<file path="src/hdl/tle_pkg.sv">
package tle_pkg;

    // Line store geometry.
    localparam int STORE_DEPTH  = 32;
    localparam int STORE_AW     = $clog2(STORE_DEPTH);
    localparam int COUNT_W      = 5;
    localparam int LINE_MAX_DEF = 32;

    // Received byte codes.
    localparam logic [7:0] CH_IAC   = 8'hFF;
    localparam logic [7:0] CH_SPACE = 8'h20;
    localparam logic [7:0] CH_TILDE = 8'h7E;
    localparam logic [7:0] CH_BS    = 8'h08;
    localparam logic [7:0] CH_DEL   = 8'h7F;
    localparam logic [7:0] CH_CR    = 8'h0D;
    localparam logic [7:0] CH_LF    = 8'h0A;
    localparam logic [7:0] CH_ETX   = 8'h03;

    // Result word kinds.
    localparam logic [1:0] KIND_ECHO = 2'd0;
    localparam logic [1:0] KIND_CHAR = 2'd1;
    localparam logic [1:0] KIND_END  = 2'd2;

    // IAC drops itself and the next two bytes.
    localparam logic [1:0] IAC_SKIP = 2'd2;

    // Cancel message: "^C", CR, LF, "ready> ".
    localparam logic [3:0] CANCEL_LEN = 4'd11;

    typedef enum logic [2:0] {
        ST_IDLE,
        ST_CHAR,
        ST_BKSP,
        ST_CRLF,
        ST_LINE,
        ST_END,
        ST_CANCEL
    } tle_state_t;

    // Access to the line store for one cycle.
    typedef struct packed {
        logic                we;
        logic [STORE_AW-1:0] waddr;
        logic [7:0]          wdata;
        logic [STORE_AW-1:0] raddr;
    } tle_mem_req_t;

    function automatic logic [7:0] cancel_byte(input logic [3:0] idx);
        logic [7:0] b;
        unique case (idx)
            4'd0:    b = 8'h5E;
            4'd1:    b = 8'h43;
            4'd2:    b = 8'h0D;
            4'd3:    b = 8'h0A;
            4'd4:    b = 8'h72;
            4'd5:    b = 8'h65;
            4'd6:    b = 8'h61;
            4'd7:    b = 8'h64;
            4'd8:    b = 8'h79;
            4'd9:    b = 8'h3E;
            default: b = 8'h20;
        endcase
        return b;
    endfunction

endpackage

</file>
<file path="src/hdl/tle_line_mem.sv">
module tle_line_mem (
    input  logic                 clk,
    input  tle_pkg::tle_mem_req_t req,
    output logic [7:0]           rd_data
);
    import tle_pkg::*;

    logic [7:0] mem [STORE_DEPTH];
    logic [7:0] rd_data_reg;

    // Single write port and one registered read port.
    always_ff @(posedge clk)
    begin
        if (req.we)
        begin
            mem[req.waddr] <= req.wdata;
        end
        rd_data_reg <= mem[req.raddr];
    end

    assign rd_data = rd_data_reg;

endmodule

</file>
<file path="src/hdl/tle_ctrl.sv">
module tle_ctrl #(
    parameter int LINE_MAX = tle_pkg::LINE_MAX_DEF
) (
    input  logic                  clk,
    input  logic                  rst_n,
    input  logic                  in_valid,
    output logic                  in_stall,
    input  logic                  mode,
    input  logic [7:0]            in_byte,
    output logic                  out_valid,
    input  logic                  out_stall,
    output logic [1:0]            out_kind,
    output logic [7:0]            out_byte,
    output logic [4:0]            line_length,
    output logic                  last,
    output tle_pkg::tle_mem_req_t mem_req,
    input  logic [7:0]            mem_rd_data
);
    import tle_pkg::*;

    // A line holds at most LINE_MAX-1 characters and never more than 31.
    localparam int CapRaw = LINE_MAX - 1;
    localparam logic [COUNT_W-1:0] LineCap = COUNT_W'((CapRaw > 31) ? 31 : CapRaw);

    tle_state_t         state_reg, state_next;
    logic [3:0]         step_reg, step_next;
    logic [7:0]         char_reg, char_next;
    logic [COUNT_W-1:0] count_reg, count_next;
    logic [1:0]         skip_reg, skip_next;
    logic [COUNT_W-1:0] len_reg, len_next;
    logic [COUNT_W-1:0] idx_reg, idx_next;

    logic               out_valid_reg, out_valid_next;
    logic [1:0]         out_kind_reg, out_kind_next;
    logic [7:0]         out_byte_reg, out_byte_next;
    logic [COUNT_W-1:0] out_len_reg, out_len_next;
    logic               out_last_reg, out_last_next;

    logic slot_free;

    // Control state.
    always_ff @(posedge clk or negedge rst_n)
    begin
        if (!rst_n)
        begin
            state_reg     <= ST_IDLE;
            step_reg      <= '0;
            count_reg     <= '0;
            skip_reg      <= '0;
            len_reg       <= '0;
            idx_reg       <= '0;
            out_valid_reg <= 1'b0;
        end
        else
        begin
            state_reg     <= state_next;
            step_reg      <= step_next;
            count_reg     <= count_next;
            skip_reg      <= skip_next;
            len_reg       <= len_next;
            idx_reg       <= idx_next;
            out_valid_reg <= out_valid_next;
        end
    end

    // Payload of the pending echo and of the output word.
    always_ff @(posedge clk)
    begin
        char_reg     <= char_next;
        out_kind_reg <= out_kind_next;
        out_byte_reg <= out_byte_next;
        out_len_reg  <= out_len_next;
        out_last_reg <= out_last_next;
    end

    assign slot_free = !out_valid_reg || !out_stall;

    // Decode of a received byte and the sequencer that emits result words.
    always_comb
    begin
        state_next     = state_reg;
        step_next      = step_reg;
        char_next      = char_reg;
        count_next     = count_reg;
        skip_next      = skip_reg;
        len_next       = len_reg;
        idx_next       = idx_reg;
        out_valid_next = out_valid_reg && out_stall;
        out_kind_next  = out_kind_reg;
        out_byte_next  = out_byte_reg;
        out_len_next   = out_len_reg;
        out_last_next  = out_last_reg;
        mem_req.we     = 1'b0;
        mem_req.waddr  = count_reg;
        mem_req.wdata  = in_byte;

        unique case (state_reg)
            ST_IDLE:
            begin
                if (in_valid)
                begin
                    if (mode)
                    begin
                        count_next = '0;
                        skip_next  = '0;
                    end
                    else if (skip_reg != 2'd0)
                    begin
                        skip_next = skip_reg - 2'd1;
                    end
                    else if (in_byte == CH_IAC)
                    begin
                        skip_next = IAC_SKIP;
                    end
                    else if (in_byte >= CH_SPACE && in_byte <= CH_TILDE)
                    begin
                        if (count_reg < LineCap)
                        begin
                            mem_req.we = 1'b1;
                            count_next = count_reg + 5'd1;
                            char_next  = in_byte;
                            state_next = ST_CHAR;
                        end
                    end
                    else if (in_byte == CH_BS || in_byte == CH_DEL)
                    begin
                        if (count_reg != '0)
                        begin
                            count_next = count_reg - 5'd1;
                            step_next  = '0;
                            state_next = ST_BKSP;
                        end
                    end
                    else if (in_byte == CH_CR)
                    begin
                        len_next   = count_reg;
                        count_next = '0;
                        step_next  = '0;
                        idx_next   = '0;
                        state_next = ST_CRLF;
                    end
                    else if (in_byte == CH_ETX)
                    begin
                        count_next = '0;
                        step_next  = '0;
                        state_next = ST_CANCEL;
                    end
                end
            end

            ST_CHAR:
            begin
                if (slot_free)
                begin
                    out_valid_next = 1'b1;
                    out_kind_next  = KIND_ECHO;
                    out_byte_next  = char_reg;
                    out_len_next   = '0;
                    out_last_next  = 1'b1;
                    state_next     = ST_IDLE;
                end
            end

            ST_BKSP:
            begin
                if (slot_free)
                begin
                    out_valid_next = 1'b1;
                    out_kind_next  = KIND_ECHO;
                    out_byte_next  = (step_reg == 4'd1) ? CH_SPACE : CH_BS;
                    out_len_next   = '0;
                    out_last_next  = (step_reg == 4'd2);
                    step_next      = step_reg + 4'd1;
                    if (step_reg == 4'd2)
                    begin
                        state_next = ST_IDLE;
                    end
                end
            end

            ST_CRLF:
            begin
                if (slot_free)
                begin
                    out_valid_next = 1'b1;
                    out_kind_next  = KIND_ECHO;
                    out_byte_next  = (step_reg == 4'd0) ? CH_CR : CH_LF;
                    out_len_next   = '0;
                    out_last_next  = 1'b0;
                    step_next      = step_reg + 4'd1;
                    if (step_reg == 4'd1)
                    begin
                        state_next = (len_reg != '0) ? ST_LINE : ST_END;
                    end
                end
            end

            ST_LINE:
            begin
                // The read data always holds the entry at idx_reg.
                if (slot_free)
                begin
                    out_valid_next = 1'b1;
                    out_kind_next  = KIND_CHAR;
                    out_byte_next  = mem_rd_data;
                    out_len_next   = '0;
                    out_last_next  = 1'b0;
                    idx_next       = idx_reg + 5'd1;
                    if (idx_reg + 5'd1 == len_reg)
                    begin
                        state_next = ST_END;
                    end
                end
            end

            ST_END:
            begin
                if (slot_free)
                begin
                    out_valid_next = 1'b1;
                    out_kind_next  = KIND_END;
                    out_byte_next  = '0;
                    out_len_next   = len_reg;
                    out_last_next  = 1'b1;
                    state_next     = ST_IDLE;
                end
            end

            ST_CANCEL:
            begin
                if (slot_free)
                begin
                    out_valid_next = 1'b1;
                    out_kind_next  = KIND_ECHO;
                    out_byte_next  = cancel_byte(step_reg);
                    out_len_next   = '0;
                    out_last_next  = (step_reg == CANCEL_LEN - 4'd1);
                    step_next      = step_reg + 4'd1;
                    if (step_reg == CANCEL_LEN - 4'd1)
                    begin
                        state_next = ST_IDLE;
                    end
                end
            end

            default:
            begin
                state_next = ST_IDLE;
            end
        endcase

        // Read ahead so that the data lines up with idx_reg next cycle.
        mem_req.raddr = idx_next;
    end

    assign in_stall    = (state_reg != ST_IDLE);
    assign out_valid   = out_valid_reg;
    assign out_kind    = out_kind_reg;
    assign out_byte    = out_byte_reg;
    assign line_length = out_len_reg;
    assign last        = out_last_reg;

endmodule

</file>
<file path="src/hdl/telnet_line_editor_core.sv">
// Channel | Handshake           | Word
// --------+---------------------+----------------------------------------
// input   | in_valid / in_stall | mode, in_byte
// output  | out_valid/out_stall | out_kind, out_byte, line_length, last
//
// One input word is taken at a time. A printable character gives its echo while the line has room,
// a non-empty line's backspace BS, space, BS, Ctrl-C the cancel message, and CR echoes CR, LF,
// then the line, one result word per cycle from the line store while no stall
// holds the output, then a line end. The sequencer has a single output register.
// Reset (rst_n low, asynchronous) empties the line and the IAC skip count.
// A stall on the output holds the sequencer; the input stays stalled until
// the last result word of the current input has been loaded.
module telnet_line_editor_core #(
    parameter int LINE_MAX = tle_pkg::LINE_MAX_DEF
) (
    input  logic       clk,
    input  logic       rst_n,
    input  logic       in_valid,
    output logic       in_stall,
    input  logic       mode,
    input  logic [7:0] in_byte,
    output logic       out_valid,
    input  logic       out_stall,
    output logic [1:0] out_kind,
    output logic [7:0] out_byte,
    output logic [4:0] line_length,
    output logic       last
);
    import tle_pkg::*;

    tle_mem_req_t mem_req;
    logic [7:0]   mem_rd_data;

    // Line editing state machine with the output register.
    tle_ctrl #(
        .LINE_MAX (LINE_MAX)
    ) u_ctrl (
        .clk         (clk),
        .rst_n       (rst_n),
        .in_valid    (in_valid),
        .in_stall    (in_stall),
        .mode        (mode),
        .in_byte     (in_byte),
        .out_valid   (out_valid),
        .out_stall   (out_stall),
        .out_kind    (out_kind),
        .out_byte    (out_byte),
        .line_length (line_length),
        .last        (last),
        .mem_req     (mem_req),
        .mem_rd_data (mem_rd_data)
    );

    // Line store.
    tle_line_mem u_mem (
        .clk     (clk),
        .req     (mem_req),
        .rd_data (mem_rd_data)
    );

endmodule

</file>
<file path="config.mk">
export PLATFORM = sky130hd
export DESIGN_NAME = telnet_line_editor_core
export DESIGN_NICKNAME = d
export VERILOG_FILES = /design/src/hdl/tle_pkg.sv /design/src/hdl/tle_line_mem.sv /design/src/hdl/tle_ctrl.sv /design/src/hdl/telnet_line_editor_core.sv
export SDC_FILE = /design/constraint.sdc
export NUM_CORES = 1
export LEC_CHECK = 0
export ABC_AREA = 1
export BUFFER_PORTS_ARGS = -buffer_cell sky130_fd_sc_hd__clkbuf_2
export CORE_AREA = 5 5 224 226
export CTS_BUF_LIST = sky130_fd_sc_hd__clkbuf_4 sky130_fd_sc_hd__clkbuf_8 sky130_fd_sc_hd__clkbuf_16
export CTS_CLUSTER_DIAMETER = 60
export DETAILED_ROUTE_END_ITERATION = 16
export DIE_AREA = 0 0 229 231
export PLACE_DENSITY = 0.51
export RECOVER_POWER = 50
export SLEW_MARGIN = 20
export SYNTH_ARGS = -nofsm -noshare
export SYNTH_HDL_FRONTEND = slang
export SYNTH_SLANG_ARGS = --single-unit
</file>
<file path="constraint.sdc">
create_clock -name clk -period 7.3 [get_ports clk]
set_clock_uncertainty 0.2 [all_clocks]
set_input_delay 0.365 -clock clk [delete_from_list [all_inputs] [get_ports clk]]
set_output_delay 0.365 -clock clk [all_outputs]
set_load 0.01 [all_outputs]
</file>
==> run summary, run 1 <==
Largest delay contributor family on the critical path -> simple AND/OR/NAND/NOR gates
Count of inserted antenna diode cells -> 0
Critical path launch point -> in_byte[2]
Number of antenna violations at the first check in global routing -> 0
Setup crit end -> u_mem.rd_data[3]
Last weighted congestion value of the routability-driven placer -> 0.851
Final wirelength -> 37000 um
Top area cells in the synthesized netlist -> edfxtp_1 61%, nand3_1 15%, nand2_1 6.3%, dfrtp_1 4.5%, nor2_1 2.3%
Crit-path cells -> clkbuf_2 -> clkbuf_1 -> nand2_1 -> inv_1 -> nand2_1 -> nor2_1 -> nand4_1 -> nand2_4 -> nand2_8 -> nand2_1 -> nand3_1 -> nand3_1 -> nand3_1 -> nand3_1 -> nand2_1
Layout cells sized above 1 -> 0.0686
Via Count -> 9601
Placement row count -> 81
Clock root buffer master -> clkbuf_16
Maximum level of the CTS H-tree -> 2
Path depth of the worst reg2reg path -> 13
Violation count after the first detailed-route iteration -> 863
Wire length of the first global-routing pass -> 57200 um
Number of max-slew violations in the final report -> 323
Number of optimization iterations in the first detailed-route pass -> 7
Setup repair after global routing missed its margin -> false
Setup crit start kind -> primary input
GR Overflow Total -> 0
Met2 capacity usage during global routing -> 0.212
Max-cap violations -> 9
Met1 track demand over resource in global routing -> 0.200
Class of the worst hold path -> in2reg
Rel. slew slack -> -0.418
Nets -> 1298
Core region area -> 48100 um2
Worst path required time -> 7.50 ns
# setup viols final -> 0
Total number of cells along the worst setup path -> 15
Share of Yosys cell area claimed by the top area cell type -> 0.610
Type of destination of the critical path -> flop
Largest driver fanout on the critical path -> 129
Later-pin clock latency in the skew report -> 0.53 ns
Pin count of the biggest net entering global routing -> 130
Largest register by flop count -> u_mem.mem
HPWL reported at the end of detailed placement -> 21500 um
Total Routing Usage GR -> 0.138
Remaining antenna violation count -> 0
Cell area after technology mapping -> 13800 um2
Per-instance average area after synthesis -> 11.0 um2
Cell variety after synth -> 41
Synthesis warning total -> 0
Initial Util -> 0.286
Reg-to-reg setup timing slack -> 2.94 ns
EDFF count, synth -> 280
Net count after synthesis -> 1284
Dpl cell area -> 14400 um2
Category of the critical setup timing path -> in2reg
Crit share post-route -> 0.691
Post-synth top flop -> edfxtp_1
Top Ports -> 31
Via density -> 5.00
Violated checks -> max-capacitance violations, max-slew violations
Dominant cell by count in the synthesized netlist -> nand3_1
Worst flop-to-flop path endpoint -> u_mem.rd_data[3]
Die Y -> 231 um
Layout overhead on the synthesized area -> 12.7%
Number of global-route vias before repair -> 9263
Startpoint of the worst register-to-register path -> u_ctrl.state_reg[0]
Cell type with the highest aggregate area in the netlist -> edfxtp_1
TritonCTS clock tree -> yes
Synth top cells by count -> 400 x nand3_1, 280 x edfxtp_1, 230 x nand2_1
Worst-path cell with the longest stage delay -> clkbuf_1
FFs w/ async S/R, synth -> 0.0799
Static Leakage -> 5.51 nW
Post-route cell area -> 15500 um2
Met3 track utilization from global routing -> 0.0301
CP bufs+invs -> 3
Fmax -> 198 MHz
Worst vdd rail ir drop -> 0.000452 V
Post-CTS Setup Inserts -> 0
Minimum clock period -> 5.04 ns
Outcome -> finished, violations left
Die extent in x -> 229 um
Pwr Density -> 444 nW/um2
Endpoints failing hold -> 0
Die outline area -> 52900 um2
Number of sinks handled by clock tree synthesis -> 313
CTS clock-pin slew for the worst setup and hold paths -> 0.06 ns
Max FFs per register -> 256
Post-Syn Instances -> 1258
Highest-utilization routing layer at the global route stage -> met2
Port Buffer Count -> 30
Routed length per placed instance -> 19.3 um
Number of buffers added by the clock tree synthesis step -> 36
Arrival time at the worst endpoint -> 5.25 ns
Sequential area share after synthesis -> 0.667
Flip-flop and latch count after synthesis -> 313
Worst stage delay on the critical path -> 1.41 ns
DRC errors left -> 0
Actual slew at the worst max-slew pin -> 2.13 ns
Buffer depth of the longest clock path -> 3
Final-layout setup total negative slack -> 0 ns
[metal layers]
| layer | share of wire | up-vias |
|---|---|---|
| met2 | 0.44 | 326 |
| li1 | - | 4532 |
| met5 | 0 | - |
| met3 | 0.073 | 53 |
| met1 | 0.46 | 4690 |
| met4 | 0.019 | 0 |
[cells by family after synthesis]
group	synth area share
simple gates	0.242
flops	0.667
buf+inv	0.0469
compound gates	0.0287
fa+ha+maj	0.0118
xor+xnor	0.00318
[stage by stage]
step	setup WS [ns]	hold slack [ns]	cells	power, mW	utilization
3_3_place_gp	2.81	0.265	1855	5.18	0.300
5_1_grt	1.78	0.0405	1919	7.37	0.323
6_report	2.26	0.0301	1919	6.89	0.323
4_1_cts	3.32	0.0112	1919	6.98	0.324
3_5_place_dp	2.77	0.276	1855	5.17	0.300
2_1_floorplan	4.23	-0.131	1258	4.38	-
[power breakdown]
| part | internal, mW | leakage (nW) | switching (mW) |
|---|---|---|---|
| Combinational | 0.798 | 2.00 | 2.11 |
| Clock | 1.08 | 0.588 | 0.715 |
| Sequential | 2.10 | 2.92 | 0.0983 |
| Total | 3.97 | 5.51 | 2.92 |
[repair_timing]
action,in CTS,in global routing
gates resized for setup,0,0
hold buffers,1,0
endpoints found under the hold margin,25,0
[placed cells by master (no fill, tap or decap), drive strengths merged, types with 5 or more instances in the layout]
| cell type | Yosys | final |
|---|---|---|
| a21oi | 14 | 14 |
| buf | 64 | 8 |
| clkbuf | 6 | 79 |
| clkinv | 3 | 16 |
| dfrtp | 25 | 25 |
| dfxtp | 8 | 8 |
| edfxtp | 280 | 280 |
| ha | 13 | 13 |
| inv | 54 | 57 |
| nand2 | 234 | 234 |
| nand3 | 400 | 400 |
| nand4 | 5 | 5 |
| nor2 | 86 | 86 |
| o211ai | 9 | 9 |
| o21ai | 29 | 29 |
| o31ai | 5 | 5 |
[worst min-delay path by stage]
| stage | slack (ns) | end | cells after the start | from |
|---|---|---|---|---|
| 2_1_floorplan | -0.13 | u_ctrl.count_reg[0] | 0 | rst_n |
| 3_3_place_gp | 0.27 | u_ctrl.skip_reg[0] | 2 | u_ctrl.skip_reg[0] |
| 5_1_grt | 0.04 | u_ctrl.skip_reg[1] | 2 | mode |
| 6_report | 0.03 | u_ctrl.skip_reg[1] | 2 | mode |
| 3_5_place_dp | 0.28 | u_ctrl.out_valid | 1 | rst_n |
| 4_1_cts | 0.01 | u_ctrl.skip_reg[1] | 2 | mode |
[layout make-up]
type | count | area (um2)
fill | 4867 | 32600
sequential | 313 | 9190
multi-input combinational | 818 | 3950
clock buffer | 42 | 946
tap | 622 | 778
clock inverter | 21 | 226
timing repair buffer | 46 | 221
inverter | 57 | 214
(Power assumes the default switching activity.)
==> run 2, diff against run 1 <==
--- a/config.mk
+++ b/config.mk
@@ -12,7 +12,7 @@
 export CTS_CLUSTER_DIAMETER = 60
 export DETAILED_ROUTE_END_ITERATION = 16
 export DIE_AREA = 0 0 229 231
-export PLACE_DENSITY = 0.51
+export PLACE_DENSITY = 0.52
 export RECOVER_POWER = 50
 export SLEW_MARGIN = 20
 export SYNTH_ARGS = -nofsm -noshare
==> constraint.sdc (replaced) <==
create_clock -name clk -period 4.05 [get_ports clk]
set_clock_uncertainty 0.2 [all_clocks]
set_input_delay 0.2025 -clock clk [delete_from_list [all_inputs] [get_ports clk]]
set_output_delay 0.2025 -clock clk [all_outputs]
set_load 0.01 [all_outputs]
==> run summary, run 2 (synthesis results as in run 1) <==
Minimum clock period -> 3.57 ns
Worst path required time -> 4.27 ns
Class of the worst hold path -> reg2reg
Buffer depth of the longest clock path -> 3
Initial Util -> 0.286
Worst Hold Endpoint -> u_ctrl.skip_reg[0]
Later-pin clock latency in the skew report -> 0.54 ns
Final-layout setup total negative slack -> 0 ns
Routed length per placed instance -> 20.1 um
Largest driver fanout on the critical path -> 12
Via density -> 5.03
Reg-to-reg setup timing slack -> 0.59 ns
Commonest cells after routing, fill and taps aside -> 399 x nand3_1, 280 x edfxtp_1, 231 x nand2_1
Number of sinks handled by clock tree synthesis -> 313
Critical hold path startpoint -> u_ctrl.skip_reg[0]
Worst flop-to-flop path endpoint -> u_mem.rd_data[2]
Number of antenna violations at the first check in global routing -> 0
CTS-repair resized insts -> 0
Total Routing Usage GR -> 0.146
Violation count after the first detailed-route iteration -> 887
Layout overhead on the synthesized area -> 16.2%
Die Y -> 231 um
Fraction of power consumed by the clock network -> 0.270
Leading cell type in the layout, fill and taps excluded -> nand3_1
Clock root buffer master -> clkbuf_16
Maximum level of the CTS H-tree -> 2
Die outline area -> 52900 um2
Endpoints failing hold -> 0
Actual slew at the worst max-slew pin -> 2.13 ns
Core region area -> 48100 um2
Post-route cell area -> 16000 um2
Die extent in x -> 229 um
Number of optimization iterations in the first detailed-route pass -> 5
Remaining antenna violation count -> 0
Pwr Density -> 801 nW/um2
GR Overflow Total -> 0
Number of global-route vias before repair -> 9468
Type of destination of the critical path -> flop
Max FFs per register -> 256
Fmax -> 280 MHz
Pin count of the biggest net entering global routing -> 129
Final wirelength -> 39500 um
DRC errors left -> 0
Max-cap violations -> 4
Setup repair after global routing missed its margin -> false
# setup viols final -> 0
TritonCTS clock tree -> yes
Comb power frac -> 0.421
Wire length of the first global-routing pass -> 60300 um
Critical path launch point -> in_byte[5]
Fillcell total -> 4855
Switch Pwr -> 5.42 mW
Startpoint of the worst register-to-register path -> u_ctrl.state_reg[0]
HPWL reported at the end of detailed placement -> 24500 um
Outcome -> finished, violations left
Port Buffer Count -> 30
Part of the total power dissipated in sequential elements -> 0.309
CTS clock-pin slew for the worst setup and hold paths -> 0.06 ns
Path depth of the worst reg2reg path -> 12
Violated checks -> max-capacitance violations, max-slew violations
Arrival time at the worst endpoint -> 3.79 ns
Last weighted congestion value of the routability-driven placer -> 0.841
Layout cells sized above 1 -> 0.0890
Post-CTS Setup Inserts -> 0
Dpl cell area -> 14800 um2
Rel. slew slack -> -0.422
Placement row count -> 81
Number of buffers added by the clock tree synthesis step -> 37
Static Leakage -> 5.77 nW
Nets -> 1345
Internal power of the cells -> 7.41 mW
Fraction of power spent switching nets -> 0.423
Top Ports -> 31
Crit share post-route -> 0.882
Category of the critical setup timing path -> in2reg
Number of stages on the worst hold path -> 2
Number of max-slew violations in the final report -> 131
Worst vdd rail ir drop -> 0.000644 V
Post-CTS Hold Buffers -> 7
Count of inserted antenna diode cells -> 0
Via Count -> 9907
Setup crit start kind -> primary input
Largest register by flop count -> u_mem.mem
-- run 2: cell types whose count changed in the layout (fill, tap and decap cells not counted), moves of 2 or more --
cell           before  now
dlygate4sd3_1       1    7
clkbuf_1           27   38
clkbuf_2           10    4
clkinv_1            6   10
buf_4               8   40
clkinv_2            9    3
clkbuf_8            0    5
buf_12              0    3
clkbuf_16          36   38
-- run 2: area by class of cell --
cell class | instances | area (um2) | share of cell area
clock buffer | 49 | 1060 | 0.0665
timing repair buffer | 92 | 593 | 0.0370
inverter | 57 | 214 | 0.0134
tap | 622 | 778 | 0.0486
clock inverter | 19 | 224 | 0.0140
multi-input combinational | 818 | 3950 | 0.246
sequential | 313 | 9190 | 0.574
-- run 2: worst max-delay path by stage --
stage | end
floorplan | u_mem.mem[0][0]
CTS | u_mem.rd_data[0]
detailed placement | u_mem.rd_data[0]
global route | u_mem.rd_data[0]
finish | u_mem.rd_data[0]
global placement | u_mem.rd_data[0]
-- run 2: layer usage --
metal / global-route usage / routed length, um / share of wire / up-vias
li1: - / - / - / 4623
met1: 0.218 / 18500 / 0.47 / 4892
met2: 0.219 / 17500 / 0.44 / 341
met3: 0.0306 / 2850 / 0.072 / 51
met4: 0.0312 / 687 / 0.017 / 0
met5: 0 / 0 / 0 / -
-- run 2: critical path, cell delays in order --
cell and delay [ns]:
dlygate4sd3_1 0.53, clkbuf_1 0.23, nor2_1 0.37, nand2_1 0.16, nor2_1 0.25, nand4_1 0.27, inv_1 0.15, nand3_1 0.27
nand2_1 0.47, clkinv_1 0.50, nand3_1 0.30, nand2_1 0.08
-- run 2: through the flow --
step	worst slack [ns]	std cells	total power [mW]	hold WS [ns]	utilization
2_1_floorplan	0.979	1258	7.90	-0.293	-
3_3_place_gp	0.580	1895	9.49	0.0834	0.307
3_5_place_dp	0.556	1895	9.49	0.0969	0.307
4_1_cts	0.580	1970	13.0	0.0278	0.335
5_1_grt	0.199	1970	13.6	0.337	0.333
6_report	0.478	1970	12.8	0.312	0.333
-- run 2: power groups by stage --
stage,Clock (mW),Sequential [mW],Combinational (mW)
floorplan,0,3.98,3.91
finish,3.46,3.96,5.40
global placement,0,4.04,5.45
detailed placement,0,4.03,5.45
CTS,3.53,3.97,5.47
global route,3.67,4.00,5.98
==> run 3, diff against run 2 <==
==> constraint.sdc (replaced) <==
create_clock -name clk -period 4.05 [get_ports clk]
set_clock_uncertainty 0.2 [all_clocks]
set_input_delay 0.405 -clock clk [delete_from_list [all_inputs] [get_ports clk]]
set_output_delay 0.405 -clock clk [all_outputs]
set_load 0.01 [all_outputs]
==> run summary, run 3 (synthesis results as in run 1) <==
Outcome -> finished, violations left
Violated checks -> max-capacitance violations, max-slew violations
Via density -> 5.00
Largest register by flop count -> u_mem.mem
Layout cells sized above 1 -> 0.0906
Critical hold path startpoint -> mode
Arrival time at the worst endpoint -> 3.72 ns
CTS clock-pin slew for the worst setup and hold paths -> 0.06 ns
Later-pin clock latency in the skew report -> 0.55 ns
Number of stages on the worst hold path -> 2
Number of optimization iterations in the first detailed-route pass -> 6
Worst Hold Endpoint -> u_ctrl.skip_reg[1]
Class of the worst hold path -> in2reg
Top Ports -> 31
Worst-path cell with the longest stage delay -> buf_4
Minimum clock period -> 3.51 ns
Worst stage delay on the critical path -> 0.56 ns
Layout overhead on the synthesized area -> 15.1%
Pin count of the biggest net entering global routing -> 129
Initial Util -> 0.286
HPWL reported at the end of detailed placement -> 23800 um
Utilization of the core after routing -> 0.329
Fmax -> 285 MHz
Nets -> 1333
Crit share post-route -> 0.867
Setup crit start kind -> flop
Worst flop-to-flop path endpoint -> u_mem.rd_data[2]
Reg-to-reg setup timing slack -> 0.54 ns
# setup viols final -> 0
Post-layout worst setup margin -> 0.539 ns
Final-layout setup total negative slack -> 0 ns
Switch Pwr -> 5.46 mW
Pwr Density -> 801 nW/um2
Category of the critical setup timing path -> reg2reg
Largest driver fanout on the critical path -> 40
Violation count after the first detailed-route iteration -> 1007
Fraction of power consumed by the clock network -> 0.259
Wire length of the first global-routing pass -> 59300 um
Die outline area -> 52900 um2
CTS-repair resized insts -> 0
Part of the total power dissipated in sequential elements -> 0.311
Number of global-route vias before repair -> 9499
Post-CTS Setup Inserts -> 0
Total number of cells along the worst setup path -> 11
Worst path required time -> 4.26 ns
Port Buffer Count -> 30
Rel. slew slack -> -0.394
Max FFs per register -> 256
Startpoint of the worst register-to-register path -> u_ctrl.state_reg[0]
Internal power of the cells -> 7.25 mW
Commonest cells after routing, fill and taps aside -> 399 x nand3_1, 280 x edfxtp_1, 230 x nand2_1
Comb power frac -> 0.430
Type of destination of the critical path -> flop
Endpoints failing hold -> 0
Static Leakage -> 5.70 nW
Maximum level of the CTS H-tree -> 2
CP bufs+invs -> 2
Max-cap violations -> 5
Remaining antenna violation count -> 0
Setup repair after global routing missed its margin -> false
Critical path launch point -> u_ctrl.state_reg[0]
Final Power -> 12.7 mW
Count of inserted antenna diode cells -> 0
Final wirelength -> 38800 um
Die Y -> 231 um
Fraction of power spent switching nets -> 0.429
Die extent in x -> 229 um
Number of sinks handled by clock tree synthesis -> 313
Placement row count -> 81
Number of antenna violations at the first check in global routing -> 0
Total Routing Usage GR -> 0.144
GR Overflow Total -> 0
Leading cell type in the layout, fill and taps excluded -> nand3_1
Worst vdd rail ir drop -> 0.000776 V
Via Count -> 9790
Actual slew at the worst max-slew pin -> 2.09 ns
Worst hold-check slack -> 0.0722 ns
Fillcell total -> 4805
DRC errors left -> 0
Crit-path most repeated cell -> nand3_1
Last weighted congestion value of the routability-driven placer -> 0.847
Routed length per placed instance -> 19.8 um
Post-CTS Hold Buffers -> 1
Path depth of the worst reg2reg path -> 11
Number of max-slew violations in the final report -> 158
Setup Slack @ Placement -> 0.309 ns
Crit-path cells -> nor2_1 -> nand2_2 -> inv_2 -> o211ai_1 -> nand3_2 -> buf_4 -> nand3_1 -> nand3_1 -> nand3_1 -> nand3_1 -> nand2_1
Largest delay contributor family on the critical path -> simple AND/OR/NAND/NOR gates
Clock root buffer master -> clkbuf_16
TritonCTS clock tree -> yes
Number of buffers added by the clock tree synthesis step -> 38
Buffer depth of the longest clock path -> 3
Core region area -> 48100 um2
[run 3: cell count changes in the layout (fill, tap and decap cells not counted), sizes merged, moves of 2 or more]
| cell | change |
|---|---|
| buf | -2 |
| bufinv | -3 |
| clkbuf | -3 |
| clkinv | -2 |
| clkinvlp | +2 |
| dlygate4sd3 | -6 |
[run 3: routing by layer]
metal	routed length (um)	global-route usage
met5	0	0
met4	963	0.0397
met3	2670	0.0293
met2	16900	0.215
met1	18200	0.212
[run 3: through the flow]
step / instances / cell area (um2)
global route: 1957 / 15900
finish: 1957 / 15900
detailed placement: 1888 / 14700
floorplan: 1258 / 13800
CTS: 1957 / 15900
global placement: 1888 / 14700
[run 3: area by class of cell]
cell class / instances / area (um2) / area share
Tap cell: 622 / 778 / 0.0491
Timing Repair Buffer: 79 / 512 / 0.0323
Sequential cell: 313 / 9190 / 0.580
Inverter: 57 / 214 / 0.0135
Clock buffer: 51 / 1070 / 0.0676
Multi-Input combinational cell: 818 / 3940 / 0.248
Clock inverter: 17 / 150 / 0.00947
[run 3: how the worst max path moves through the flow]
stage                       endpoint  slack (ns)
detailed placement  u_mem.rd_data[2]        0.31
floorplan            u_mem.mem[0][0]        0.98
global placement    u_mem.rd_data[1]        0.25
global route        u_mem.rd_data[4]        0.27
finish              u_mem.rd_data[2]        0.54
CTS                 u_mem.rd_data[2]        0.72
[run 3: worst reg2reg max path: cells and delay by family (launching register included)]
kind                   cells  cell delay (ns)
and+or+nand+nor            8             1.75
buffers and inverters      2             0.80
AOI/OAI and AO/OA          1             0.18
DFF                        1             0.47
[run 3: power by group through the flow]
stage,Clock (mW),Sequential [mW],Combinational [mW]
2_1_floorplan,0,3.98,3.91
3_3_place_gp,0,4.02,5.48
3_5_place_dp,0,4.02,5.47
4_1_cts,3.36,3.95,5.51
5_1_grt,3.50,3.97,6.04
6_report,3.29,3.95,5.47
